**config.mk**
```make
export PLATFORM = sky130hd
export DESIGN_NAME = crc_record_stream_validator_unit
export DESIGN_NICKNAME = d
export VERILOG_FILES = /design/src/sv/crsv_pkg.sv /design/src/sv/crc_record_stream_validator_unit.sv
export VERILOG_INCLUDE_DIRS = /design/src /design/src/sv
export SDC_FILE = /design/constraint.sdc
export NUM_CORES = 2
export LEC_CHECK = 0
export ABC_AREA = 0
export BUFFER_PORTS_ARGS = -buffer_cell sky130_fd_sc_hd__buf_2
export CAP_MARGIN = 20
export CELL_PAD_IN_SITES_DETAIL_PLACEMENT = 1
export CELL_PAD_IN_SITES_GLOBAL_PLACEMENT = 1
export CORE_MARGIN = 5
export CORE_UTILIZATION = 25
export DETAILED_ROUTE_END_ITERATION = 10
export PLACE_DENSITY_LB_ADDON = 0.05
export SYNTH_ARGS = -nofsm -noshare
export SYNTH_HDL_FRONTEND = slang
export SYNTH_SLANG_ARGS = --single-unit
```
**constraint.sdc**
```tcl
create_clock -name clk -period 15.04 [get_ports clk]
set_input_delay 2.256 -clock clk [delete_from_list [all_inputs] [get_ports clk]]
set_output_delay 2.256 -clock clk [all_outputs]
set_load 0.1 [all_outputs]
```
**src/sv/assert_macros.svh**
```systemverilog
// assertion macros shared by the rtl
`ifndef ASSERT_MACROS_SVH
`define ASSERT_MACROS_SVH
`ifndef SYNTHESIS
`define ASSERT_IMPL(label, cond) \
  label: assert property (@(posedge clk) disable iff (!rst_n) (cond)) else $error("assertion failed");
`define ASSERT_NEXT(label, ante, cons) \
  label: assert property (@(posedge clk) disable iff (!rst_n) (ante) |=> (cons)) else $error("assertion failed");
`else
`define ASSERT_IMPL(label, cond)
`define ASSERT_NEXT(label, ante, cons)
`endif
`endif

```
**src/sv/crsv_pkg.sv**
```systemverilog
// ----------------------------------------------------------------------------
// crsv_pkg
// types, constants and crc helper for the record stream validator
// ----------------------------------------------------------------------------
package crsv_pkg;

  localparam int OffsetBits = 40;
  localparam int MaxMutations = 65536;
  localparam logic [31:0] CrcPoly = 32'hedb88320;
  localparam logic [31:0] CrcInit = 32'hffffffff;
  localparam logic [31:0] MinPayload = 32'd9;
  localparam logic [4:0] HeaderBytes = 5'd16;

  typedef enum logic [3:0] {
    PH_MAGIC = 4'd0, PH_LEN = 4'd1, PH_PCRC = 4'd2, PH_HCRC = 4'd3,
    PH_COUNT = 4'd4, PH_TAG = 4'd5, PH_KLEN = 4'd6, PH_KEY = 4'd7,
    PH_EXP = 4'd8, PH_VLEN = 4'd9, PH_VAL = 4'd10, PH_TRAIL = 4'd11,
    PH_SKIP = 4'd12, PH_STOP = 4'd13
  } phase_t;

  localparam logic [3:0] CLS_DISCARD = 4'd11;

  localparam logic [3:0] ERR_NONE = 4'd0;
  localparam logic [3:0] ERR_MAGIC = 4'd1;
  localparam logic [3:0] ERR_HEADER = 4'd2;
  localparam logic [3:0] ERR_PCRC = 4'd3;
  localparam logic [3:0] ERR_COUNT = 4'd4;
  localparam logic [3:0] ERR_TAG = 4'd5;
  localparam logic [3:0] ERR_SHORT = 4'd6;
  localparam logic [3:0] ERR_OVERRUN = 4'd7;
  localparam logic [3:0] ERR_EXPIRY = 4'd8;
  localparam logic [3:0] ERR_TRAIL = 4'd9;
  localparam logic [3:0] ERR_TAIL = 4'd10;

  localparam logic [1:0] REG_FILE_LEN = 2'd0;
  localparam logic [1:0] REG_MAX_LEN = 2'd1;

  function automatic logic [31:0] crc_step(input logic [31:0] c_in, input logic [7:0] b);
    logic [31:0] c;
    c = c_in ^ {24'd0, b};
    for (int k = 0; k < 8; k++) begin
      c = (c >> 1) ^ (c[0] ? CrcPoly : 32'd0);
    end
    return c;
  endfunction

endpackage

```
**src/sv/crc_record_stream_validator_unit.sv**
```systemverilog
// ----------------------------------------------------------------------------
// crc_record_stream_validator_unit
// length-prefixed record parser with header and payload crc-32 checks
// ----------------------------------------------------------------------------
// One result per input byte. Each byte is registered, parsed by combinational
// logic (one crc byte step plus field counters and compares) and its result is
// held in an output register; a new byte is taken every cycle whenever the
// output register is empty or being drained, so throughput is one byte per
// clock, and each result passes the input register and then the output register. The
// count-versus-payload limit (count <= left/5) is checked as 5*count <= left.
// After an error or a truncated tail every later byte repeats the stop code.
`include "assert_macros.svh"

module crc_record_stream_validator_unit
  import crsv_pkg::*;
(
  input  logic        clk,
  input  logic        rst_n,
  input  logic        in_tvalid,
  output logic        in_tready,
  input  logic [7:0]  in_tdata,   // data_byte
  output logic        out_tvalid,
  input  logic        out_tready,
  // byte_class[3:0], mutation_index[19:4], entry_present[20], record_end[21],
  // record_ok[22], error_code[26:23], parser_stopped[27], record_offset[67:28]
  output logic [71:0] out_tdata,
  input  logic        cfg_psel,
  input  logic        cfg_penable,
  input  logic        cfg_pwrite,
  input  logic [3:0]  cfg_paddr,
  input  logic [63:0] cfg_pwdata,
  output logic [63:0] cfg_prdata,
  output logic        cfg_pready
);

  logic [OffsetBits-1:0] file_length_r;
  logic [31:0] max_len_r;

  logic cfg_wr;
  logic [1:0] cfg_idx;
  assign cfg_pready = 1'b1;
  assign cfg_wr = cfg_psel & cfg_penable & cfg_pwrite & cfg_pready;
  assign cfg_idx = cfg_paddr[3] ? REG_MAX_LEN : REG_FILE_LEN;
  // registers sit on 8-byte steps; file length takes the low 40 data bits

  always_comb begin
    unique case (cfg_idx)
      REG_FILE_LEN: cfg_prdata = 64'(file_length_r);
      default:      cfg_prdata = 64'(max_len_r);
    endcase
  end

  // state
  phase_t phase_r, phase_nxt;
  logic [2:0] fbc_r, fbc_nxt;
  logic [OffsetBits-1:0] pos_r, pos_nxt, rstart_r, rstart_nxt;
  logic [31:0] plen_r, plen_nxt, pleft_r, pleft_nxt, hcrc_r, hcrc_nxt;
  logic [31:0] pcrc_r, pcrc_nxt, epcrc_r, epcrc_nxt, sleft_r, sleft_nxt;
  logic [16:0] mtot_r, mtot_nxt, mnum_r, mnum_nxt;
  logic [63:0] shift_r, shift_nxt;
  logic tag_r, tag_nxt, stop_r, stop_nxt;
  logic [3:0] perr_r, perr_nxt;

  // input register
  logic in_v_r;
  logic [7:0] in_b_r;
  logic out_v_r;
  logic [71:0] out_d_r;
  logic proc;

  assign proc = in_v_r & (~out_v_r | out_tready);
  assign in_tready = ~in_v_r | proc;
  assign out_tvalid = out_v_r;
  assign out_tdata = out_d_r;

  // result of the current byte
  logic [3:0] cls, ecode;
  logic [15:0] idx;
  logic present, rend, rok;

  function automatic logic [7:0] magic_byte(input logic [1:0] i);
    unique case (i)
      2'd0: return 8'h46;
      2'd1: return 8'h44;
      2'd2: return 8'h42;
      default: return 8'h31;
    endcase
  endfunction

  always_comb begin
    logic [7:0] b;
    logic [63:0] sh;
    logic [2:0] fc;
    logic done4, done8;
    logic [31:0] v, hc;
    logic [OffsetBits-1:0] avail, remain;
    logic [34:0] cnt5;
    logic go;
    phase_t ph;
    b = in_b_r;
    hc = '0; avail = '0; cnt5 = '0;
    phase_nxt = phase_r; fbc_nxt = fbc_r; rstart_nxt = rstart_r;
    plen_nxt = plen_r; pleft_nxt = pleft_r; hcrc_nxt = hcrc_r; pcrc_nxt = pcrc_r;
    epcrc_nxt = epcrc_r; sleft_nxt = sleft_r; mtot_nxt = mtot_r; mnum_nxt = mnum_r;
    shift_nxt = shift_r; tag_nxt = tag_r; stop_nxt = stop_r; perr_nxt = perr_r;
    pos_nxt = pos_r + 1'b1;
    cls = CLS_DISCARD; idx = '0; present = 1'b0; rend = 1'b0; rok = 1'b0;
    go = ~stop_r;
    remain = file_length_r - pos_r;
    if (go && phase_r == PH_MAGIC && fbc_r == 3'd0) begin
      rstart_nxt = pos_r;
      if (pos_r >= file_length_r) begin
        go = 1'b0;
      end else if (remain < OffsetBits'(HeaderBytes)) begin
        go = 1'b0;
        perr_nxt = ERR_TAIL; stop_nxt = 1'b1; phase_nxt = PH_STOP;
      end else begin
        hcrc_nxt = CrcInit;
        shift_nxt = '0;
      end
    end
    ph = phase_nxt;
    // shift_in using shift_nxt and current fbc
    sh = shift_nxt | (64'(b) << {fbc_r, 3'b000});
    fc = fbc_r + 3'd1;
    done4 = (fc == 3'd4);
    done8 = (fc == 3'd0);
    v = sh[31:0];
    if (go && ph <= PH_HCRC) begin
      cls = ph;
      hc = (ph < PH_HCRC) ? crc_step(hcrc_nxt, b) : hcrc_nxt;
      hcrc_nxt = hc;
      avail = '0;
      if (file_length_r >= rstart_nxt &&
          file_length_r - rstart_nxt >= OffsetBits'(HeaderBytes))
        avail = file_length_r - rstart_nxt - OffsetBits'(HeaderBytes);
      if (ph == PH_MAGIC) begin
        if (b != magic_byte(fbc_r[1:0])) begin
          perr_nxt = ERR_MAGIC; stop_nxt = 1'b1; phase_nxt = PH_STOP;
        end else if (fc == 3'd4) begin
          phase_nxt = PH_LEN; fbc_nxt = '0; shift_nxt = '0;
        end else begin
          fbc_nxt = fc;
        end
      end else if (!done4) begin
        shift_nxt = sh; fbc_nxt = fc;
      end else begin
        fbc_nxt = '0; shift_nxt = '0;
        if (ph == PH_LEN) begin
          plen_nxt = v; phase_nxt = PH_PCRC;
        end else if (ph == PH_PCRC) begin
          epcrc_nxt = v; phase_nxt = PH_HCRC;
        end else if ((hc ^ CrcInit) != v || plen_r > max_len_r || plen_r < MinPayload) begin
          shift_nxt = sh; perr_nxt = ERR_HEADER; stop_nxt = 1'b1; phase_nxt = PH_STOP;
        end else if (OffsetBits'(plen_r) > avail) begin
          shift_nxt = sh; perr_nxt = ERR_TAIL; stop_nxt = 1'b1; phase_nxt = PH_STOP;
        end else begin
          pleft_nxt = plen_r; pcrc_nxt = CrcInit; perr_nxt = ERR_NONE;
          mtot_nxt = '0; mnum_nxt = '0; tag_nxt = 1'b0; phase_nxt = PH_COUNT;
        end
      end
    end else if (go) begin
      cls = (ph <= PH_VAL) ? ph : CLS_DISCARD;
      idx = mnum_r[15:0];
      pcrc_nxt = crc_step(pcrc_r, b);
      pleft_nxt = pleft_r - 1'b1;
      cnt5 = {3'd0, v} + {1'b0, v, 2'b00};
      unique case (ph)
        PH_COUNT: begin
          if (!done4) begin
            shift_nxt = sh; fbc_nxt = fc;
          end else begin
            fbc_nxt = '0; shift_nxt = sh;
            if (v == 32'd0 || v > 32'(MaxMutations) ||
                cnt5 > {3'd0, pleft_nxt}) begin
              perr_nxt = ERR_COUNT; phase_nxt = PH_SKIP;
            end else begin
              mtot_nxt = v[16:0]; mnum_nxt = '0; phase_nxt = PH_TAG; shift_nxt = '0;
            end
          end
        end
        PH_TAG: begin
          if (b > 8'd1) begin
            perr_nxt = ERR_TAG; phase_nxt = PH_SKIP;
          end else begin
            tag_nxt = b[0]; phase_nxt = PH_KLEN; fbc_nxt = '0; shift_nxt = '0;
          end
        end
        PH_KLEN, PH_VLEN: begin
          if (!done4) begin
            shift_nxt = sh; fbc_nxt = fc;
          end else begin
            fbc_nxt = '0; shift_nxt = sh;
            if (v > pleft_nxt) begin
              perr_nxt = ERR_OVERRUN; phase_nxt = PH_SKIP;
            end else begin
              sleft_nxt = v;
              if (v != 32'd0) phase_nxt = (ph == PH_KLEN) ? PH_KEY : PH_VAL;
              else if (ph == PH_KLEN && tag_r) begin
                phase_nxt = PH_EXP; shift_nxt = '0;
              end else begin
                mnum_nxt = mnum_r + 1'b1;
                if (mnum_r + 1'b1 == mtot_r) phase_nxt = PH_TRAIL;
                else begin
                  phase_nxt = PH_TAG; shift_nxt = '0;
                end
              end
            end
          end
        end
        PH_KEY, PH_VAL: begin
          sleft_nxt = sleft_r - 1'b1;
          if (sleft_nxt == 32'd0) begin
            if (ph == PH_KEY && tag_r) begin
              phase_nxt = PH_EXP; fbc_nxt = '0; shift_nxt = '0;
            end else begin
              mnum_nxt = mnum_r + 1'b1;
              if (mnum_r + 1'b1 == mtot_r) phase_nxt = PH_TRAIL;
              else begin
                phase_nxt = PH_TAG; fbc_nxt = '0; shift_nxt = '0;
              end
            end
          end
        end
        PH_EXP: begin
          shift_nxt = sh; fbc_nxt = fc;
          if (done8) begin
            if (sh[63] && sh != '1) begin
              perr_nxt = ERR_EXPIRY; phase_nxt = PH_SKIP;
            end else begin
              phase_nxt = PH_VLEN; shift_nxt = '0;
            end
          end
        end
        PH_TRAIL: begin
          perr_nxt = ERR_TRAIL; phase_nxt = PH_SKIP;
        end
        default: ;
      endcase
      if (ph == PH_TAG) present = (b == 8'd1);
      else if (ph >= PH_KLEN && ph <= PH_VAL) present = tag_r;
      if (pleft_nxt == 32'd0) begin
        rend = 1'b1;
        if ((pcrc_nxt ^ CrcInit) != epcrc_r) begin
          perr_nxt = ERR_PCRC; stop_nxt = 1'b1; phase_nxt = PH_STOP;
        end else if (perr_nxt != ERR_NONE) begin
          stop_nxt = 1'b1; phase_nxt = PH_STOP;
        end else if (phase_nxt == PH_TAG) begin
          perr_nxt = ERR_TAG; stop_nxt = 1'b1; phase_nxt = PH_STOP;
        end else if (phase_nxt != PH_TRAIL) begin
          perr_nxt = ERR_SHORT; stop_nxt = 1'b1; phase_nxt = PH_STOP;
        end else begin
          rok = 1'b1; phase_nxt = PH_MAGIC; fbc_nxt = '0;
        end
      end
    end
    ecode = stop_nxt ? perr_nxt : ERR_NONE;
  end

  always_ff @(posedge clk) begin
    if (!rst_n) begin
      file_length_r <= '0;
      max_len_r <= 32'd16777216;
      phase_r <= PH_MAGIC; fbc_r <= '0; pos_r <= '0; rstart_r <= '0;
      plen_r <= '0; pleft_r <= '0; hcrc_r <= CrcInit; pcrc_r <= CrcInit;
      epcrc_r <= '0; sleft_r <= '0; mtot_r <= '0; mnum_r <= '0;
      shift_r <= '0; tag_r <= 1'b0; stop_r <= 1'b0; perr_r <= '0;
      in_v_r <= 1'b0; out_v_r <= 1'b0;
    end else begin
      if (cfg_wr) begin
        if (cfg_idx == REG_FILE_LEN) file_length_r <= cfg_pwdata[OffsetBits-1:0];
        else max_len_r <= cfg_pwdata[31:0];
      end
      if (in_tready) in_v_r <= in_tvalid;
      if (proc) begin
        phase_r <= phase_nxt; fbc_r <= fbc_nxt; pos_r <= pos_nxt; rstart_r <= rstart_nxt;
        plen_r <= plen_nxt; pleft_r <= pleft_nxt; hcrc_r <= hcrc_nxt; pcrc_r <= pcrc_nxt;
        epcrc_r <= epcrc_nxt; sleft_r <= sleft_nxt; mtot_r <= mtot_nxt; mnum_r <= mnum_nxt;
        shift_r <= shift_nxt; tag_r <= tag_nxt; stop_r <= stop_nxt; perr_r <= perr_nxt;
        out_v_r <= 1'b1;
      end else if (out_tready) begin
        out_v_r <= 1'b0;
      end
    end
  end

  always_ff @(posedge clk) begin
    if (in_tready) in_b_r <= in_tdata;
    if (proc) out_d_r <= {4'd0, rstart_nxt, stop_nxt, ecode, rok, rend, present, idx, cls};
  end

  `ASSERT_IMPL(a_ok_needs_end, !out_v_r || !out_d_r[22] || out_d_r[21])
  `ASSERT_NEXT(a_stop_sticks, stop_r, stop_r)
  `ASSERT_IMPL(a_err_only_stopped, !out_v_r || out_d_r[27] || out_d_r[26:23] == ERR_NONE)

endmodule

```
Yosys cells after proc, flatten, opt, wreduce, memory -nomap -nowiden
Cells that the tools add are included.

operators by class
  bitwise operators = 35
  shift operators = 1
  reductions and logical operators = 44
  $add $sub $neg = 9
  $lt $le $gt $ge = 15
  eq/ne operators = 39
  mux-type cells = 212

operators by type and width
  kind                   count
  $mux 64                26
  $mux 32                39
  $xor 31x32->32         16
  $mux 17                21
  $pmux 64 s5            1
  $mux 4                 61
  $mux 40                4
  $logic_not 32->1       3
  $ge 40x40->1           2
  $sub 40x40->40         2
  $gt 32x32->1           2
  $ne 32x32->1           2
  $ne 64x64->1 const B   1
  $not 32->32            2
  $or 64x64->64          1
  $pmux 32 s2            1
  $shl 8x6->64           1
  $sub 32x1->32 const B  2
  $xor 32x8->32          2
  $pmux 17 s3            1
  $mux 3                 15
  $add 40x1->40 const B  1
  $ge 40x5->1 const B    1
  $gt 32x40->1           1
  other kinds (54)       147

storage, ports and cells
  input port bits = 83
  logic and storage cells = 380
  output and inout bits = 139
  register bits after elaboration = 533

Longest topological paths before layout
  word-level depth = 33
  gate-level depth with buffers = 59
  mapped depth without buffers = 51

Worst setup path before layout
Ideal clock, no wire load.

  path kind = register -> register
  start = register pos_r[10]
  end = register out_d_r[24] (netlist: out_tdata[24]), data pin
  required time = 14.781 ns
  buffers on the path = 7
  path slack = 3.930 ns
  stages on the path, launching flop included = 58
  data arrival time = 10.851 ns
  clock period less this slack = 11.110 ns
  setup time = 0.259 ns
  cells stage by stage = dfxtp_1 -> inv_1 -> ha_1 -> clkbuf_1 -> nand4_1 -> a211oi_1 -> o211ai_2 -> a311oi_1 -> o31ai_2 -> xnor2_1 -> or4_1 -> or3_1 -> buf_2 -> o21ai_4 -> buf_6 -> buf_2 -> buf_2 -> buf_1 -> [22 not listed] -> xnor2_1 -> ha_1 -> and3_1 -> nand3_1 -> nor4_1 -> nand3_1 -> o21ai_0 -> o211ai_1 -> a31oi_1 -> nand2_1 -> or3_1 -> o21ai_0 -> o22ai_1 -> or4_1 -> nand2_1 -> and3_1 -> inv_1 -> o31a_1

on the way
  cells in the longest elaborated chain, start to end = 27
  elaborated cells between the ends (all ways) = 136
  those cells by class = add/sub: 4; order compare: 10; eq/ne: 14; mux: 82; bitwise: 11; reduce/logical: 15

ends and longest elaborated chain
  what                                                                     line                                     RTL
  start, declared                                                          crc_record_stream_validator_unit.sv:56   logic [OffsetBits-1:0] pos_r, pos_nxt, rstart_r, rstart_nxt;
  start signal, assigned                                                   crc_record_stream_validator_unit.sv:276  phase_r <= phase_nxt; fbc_r <= fbc_nxt; pos_r <= pos_nxt; rstart_r <= rstart_nxt;
  parallel branches: the longest is 26 deep, another holds $sub 40x40->40  --
  $mux 1 (*)                                                               crc_record_stream_validator_unit.sv:129  if (go && ph <= PH_HCRC) begin
  net stop_nxt                                                             crc_record_stream_validator_unit.sv:61   logic tag_r, tag_nxt, stop_r, stop_nxt;
  end signal, assigned                                                     crc_record_stream_validator_unit.sv:289  if (proc) out_d_r <= {4'd0, rstart_nxt, stop_nxt, ecode, rok, rend, present, idx, cls};
  end, declared                                                            crc_record_stream_validator_unit.sv:68   logic [71:0] out_d_r;

Mark *: on every way through the listed nets, which the timed path passes. The select of a mux whose other input is x is not followed.
A chain may end at the register's enable or synchronous reset.

Worst setup path in the final report
  start = register pos_r[1]
  end = register out_d_r[24] (netlist: out_tdata[24]), data pin

The elaborated chain is that of the path after synthesis.

==> metrics.md <==
| Metric | Value |
|---|---|
| Status | complete, no violations |
| Fmax | 0.0747 GHz |
| CP top delay family | compound AO/OA/AOI/OAI gates |
| Iteration-0 DRC Markers | 2255 |
| Worst-Margin Slew | 1090 ps |
| CTS Buffer Depth | 3 |
| Area share of the leading cell type in the synthesized netlist | 22.2% |
| Critical path's slowest cell | nor4b_1 |
| Worst-skew pair later-pin latency | 680 ps |
| IO Pins | 222 |
| GRT Total Usage | 22.9% |
| Die boundary height | 416 microns |
| Leak Pwr | 18.3 nW |
| CTS resizes | 0 |
| GPL Wtd Cong | 0.872 |
| Hpwl dp | 153000 microns |
| Synth Warn # | 0 |
| PwrDens | 148 nW/um^2 |
| Fill count | 19852 |
| Synth Cell Area | 41200 sq um |
| Reg-to-Reg End | out_tdata[24] |
| Most used DFF post-synth | dfxtp_1 |
| Crit-path most repeated cell | a21oi_1 |
| Clk root buf | clkbuf_16 |
| Hold WC Path Type | reg -> reg |
| Port Buffers | 165 |
| Residual DRC count | 0 |
| Startpoint Class | register |
| Die area | 173000 sq um |
| Share of cells above drive strength 1 | 10.6% |
| Core box area | 164000 sq um |
| Routed Antenna Nets | 0 |
| Total Wirelength | 206000 microns |
| Final setup vio count | 0 |
| Placed Area | 44700 sq um |
| Buf/Inv on CP | 6 |
| Endpoint type of the worst setup path | register |
| Postcts setup bufs | 0 |
| Worst slew margin | 27.0% |
| Top-count cell post-synth | nand2_1 |
| Final TNS setup | 0 ps |
| Syn_area_per_cell | 7.54 sq um |
| Worst hold start | epcrc_r[31] |
| Hold Path End | epcrc_r[31] |
| Synth area leader | dfxtp_1 |
| Gr ovfl total | 0 |
| R2r startpoint | pos_r[1] |
| Crit path kind | reg -> reg |
| CTS tree | done |
| Initial antenna violation count | 8 |
| Top cells by area, synth | dfxtp_1 (22%), ha_1 (7.8%), xnor2_1 (6.8%), nand2_1 (6.8%), a21oi_1 (6.6%) |
| Synth cell count leaders | nand2_1 (746), a21oi_1 (541), dfxtp_1 (457) |
| Post-synth EDFFs | 76 |
| Crit path largest cell delay | 660 ps |
| Register area share after synthesis | 27.8% |
| Worst vdd ir | 84.2 uV |
| Hold path cells | 2 |
| Final hold vios | 0 |
| R2r setup slk | 1650 ps |
| Critical-path maximum fanout | 15 |
| WP data arrival | 13820 ps |
| Via Count | 41486 |
| Final worst path period need | 13390 ps |
| Nets | 5878 |
| Mean routed wirelength per cell | 26.4 microns |
| Worst EP required | 15470 ps |
| Clock transition at path regs | 60 ps |
| Largest net degree at the start of global routing | 77 |
| Multi-input logic area | 27600 sq um |
| Setup Skew | 28.7 ps |
| Synth unique cells | 104 |
| Max-Cap Viols | 0 |
| Ys async rst share | 0% |
| Reg2reg path depth | 53 |
| Initial Util | 25.0% |
| Design Area, Final | 47200 sq um |
| H-tree depth | 3 |
| Total CTS buffers | 76 |
| First-pass GRT wire length | 299000 microns |
| P&R area growth vs syn | 14.7% |
| Initial DRT Pass Iterations | 5 |
| Unrepaired setup endpoints after global routing | false |
| Post-cts hold buffer count | 0 |
| Synthesized flop and latch total | 533 |
| Row cnt | 149 |
| # clock sinks | 533 |
| Vias per cell | 5.33 |
| Vias in the first global route | 42153 |
| Reg area | 11400 sq um |
| Period Utilization, post-route | 89.0% |
| Chip width | 416 microns |
| Post-synthesis cell count | 5464 |
| Max Slew Vio Count | 0 |
==> cells in the final DEF (no fill, tap or decap), drive strengths merged, types with 49 or more instances in the layout <==
cell type,n
nor2,438
nand4,86
o21ai,353
nor4,68
nand2,746
nand3,152
clkbuf,112
inv,208
o22ai,49
ha,257
o211ai,65
edfxtp,76
a21o,74
a21oi,546
and3,51
a31oi,64
buf,334
dfxtp,457
a211oi,97
xnor2,321
xor2,121
nor2b,54
nor3,144
==> layer usage <==
layer  global-route usage [%]  vias up  wire length (microns)
met2                     40.3      690                 101000
met3                     2.24      234                   5910
met5                        0        -                      0
met1                     29.7    20780                  92600
met4                     6.34        0                   6370
li1                         -    19782                      -
==> area by class of cell <==
| type | count | area share [%] |
|---|---|---|
| clock buffer | 111 | 4.76 |
| multi-input combinational | 4382 | 58.5 |
| timing repair buffer | 335 | 4.59 |
| clock inverter | 29 | 0.456 |
| antenna | 2 | 0.0106 |
| inverter | 208 | 1.68 |
| sequential | 533 | 24.2 |
| tap | 2189 | 5.80 |
==> metrics by stage <==
stage	setup WS (ps)	utilization (%)	hold slack (ps)	power, mW	instances
2_1_floorplan	3930	-	436	3.92	5491
3_3_place_gp	1750	27.2	446	5.14	7642
3_5_place_dp	1640	27.2	459	5.15	7644
4_1_cts	1590	28.7	466	7.05	7784
5_1_grt	1040	28.7	485	7.39	7787
6_report	1650	28.7	467	6.97	7789
==> worst register-to-register path, delay by kind of cell, from the launching register on <==
family / cells / cell delay [ps]
flops: 1 / 400
xor+xnor: 1 / 110
fa+ha+maj: 3 / 780
simple gates: 14 / 4560
buf+inv: 6 / 920
compound gates: 29 / 6390
==> power breakdown <==
part / switching, mW / total [mW] / leakage (nW) / internal [mW]
registers: 0.0906 / 1.62 / 4.44 / 1.53
clock network: 0.780 / 1.84 / 1.21 / 1.06
logic: 2.37 / 3.52 / 12.6 / 1.15
==> kinds of logic (layout without fill, tap and decap cells) <==
logic type	count (synthesis)	count (layout)	share of synthesized area, %
mux	63	63	1.65
compound gates	1623	1623	25.1
other cells	2	31	0.0182
fa+ha+maj	259	259	7.90
xor+xnor	443	443	9.45
buf+inv	576	683	5.77
flops	533	533	27.8
simple gates	1965	1965	22.3
==> sequential cells by signal, summed over array words and instances (netlist names), 40 cells and up <==
signal,cells
file_length_r,40
out_tdata,68
pos_r,40
rstart_r,40
shift_r,64
==> how the worst max path moves through the flow <==
| stage | from | end | cells past startpoint |
|---|---|---|---|
| CTS | fbc_r[1] | pleft_r[27] | 43 |
| finish | pos_r[1] | out_tdata[24] | 53 |
| global placement | fbc_r[1] | pleft_r[23] | 43 |
| global route | pos_r[1] | out_tdata[24] | 53 |
| floorplan | pos_r[10] | out_tdata[24] | 57 |
| detailed placement | fbc_r[1] | pleft_r[27] | 43 |
Power figures use the tool's default switching activity.
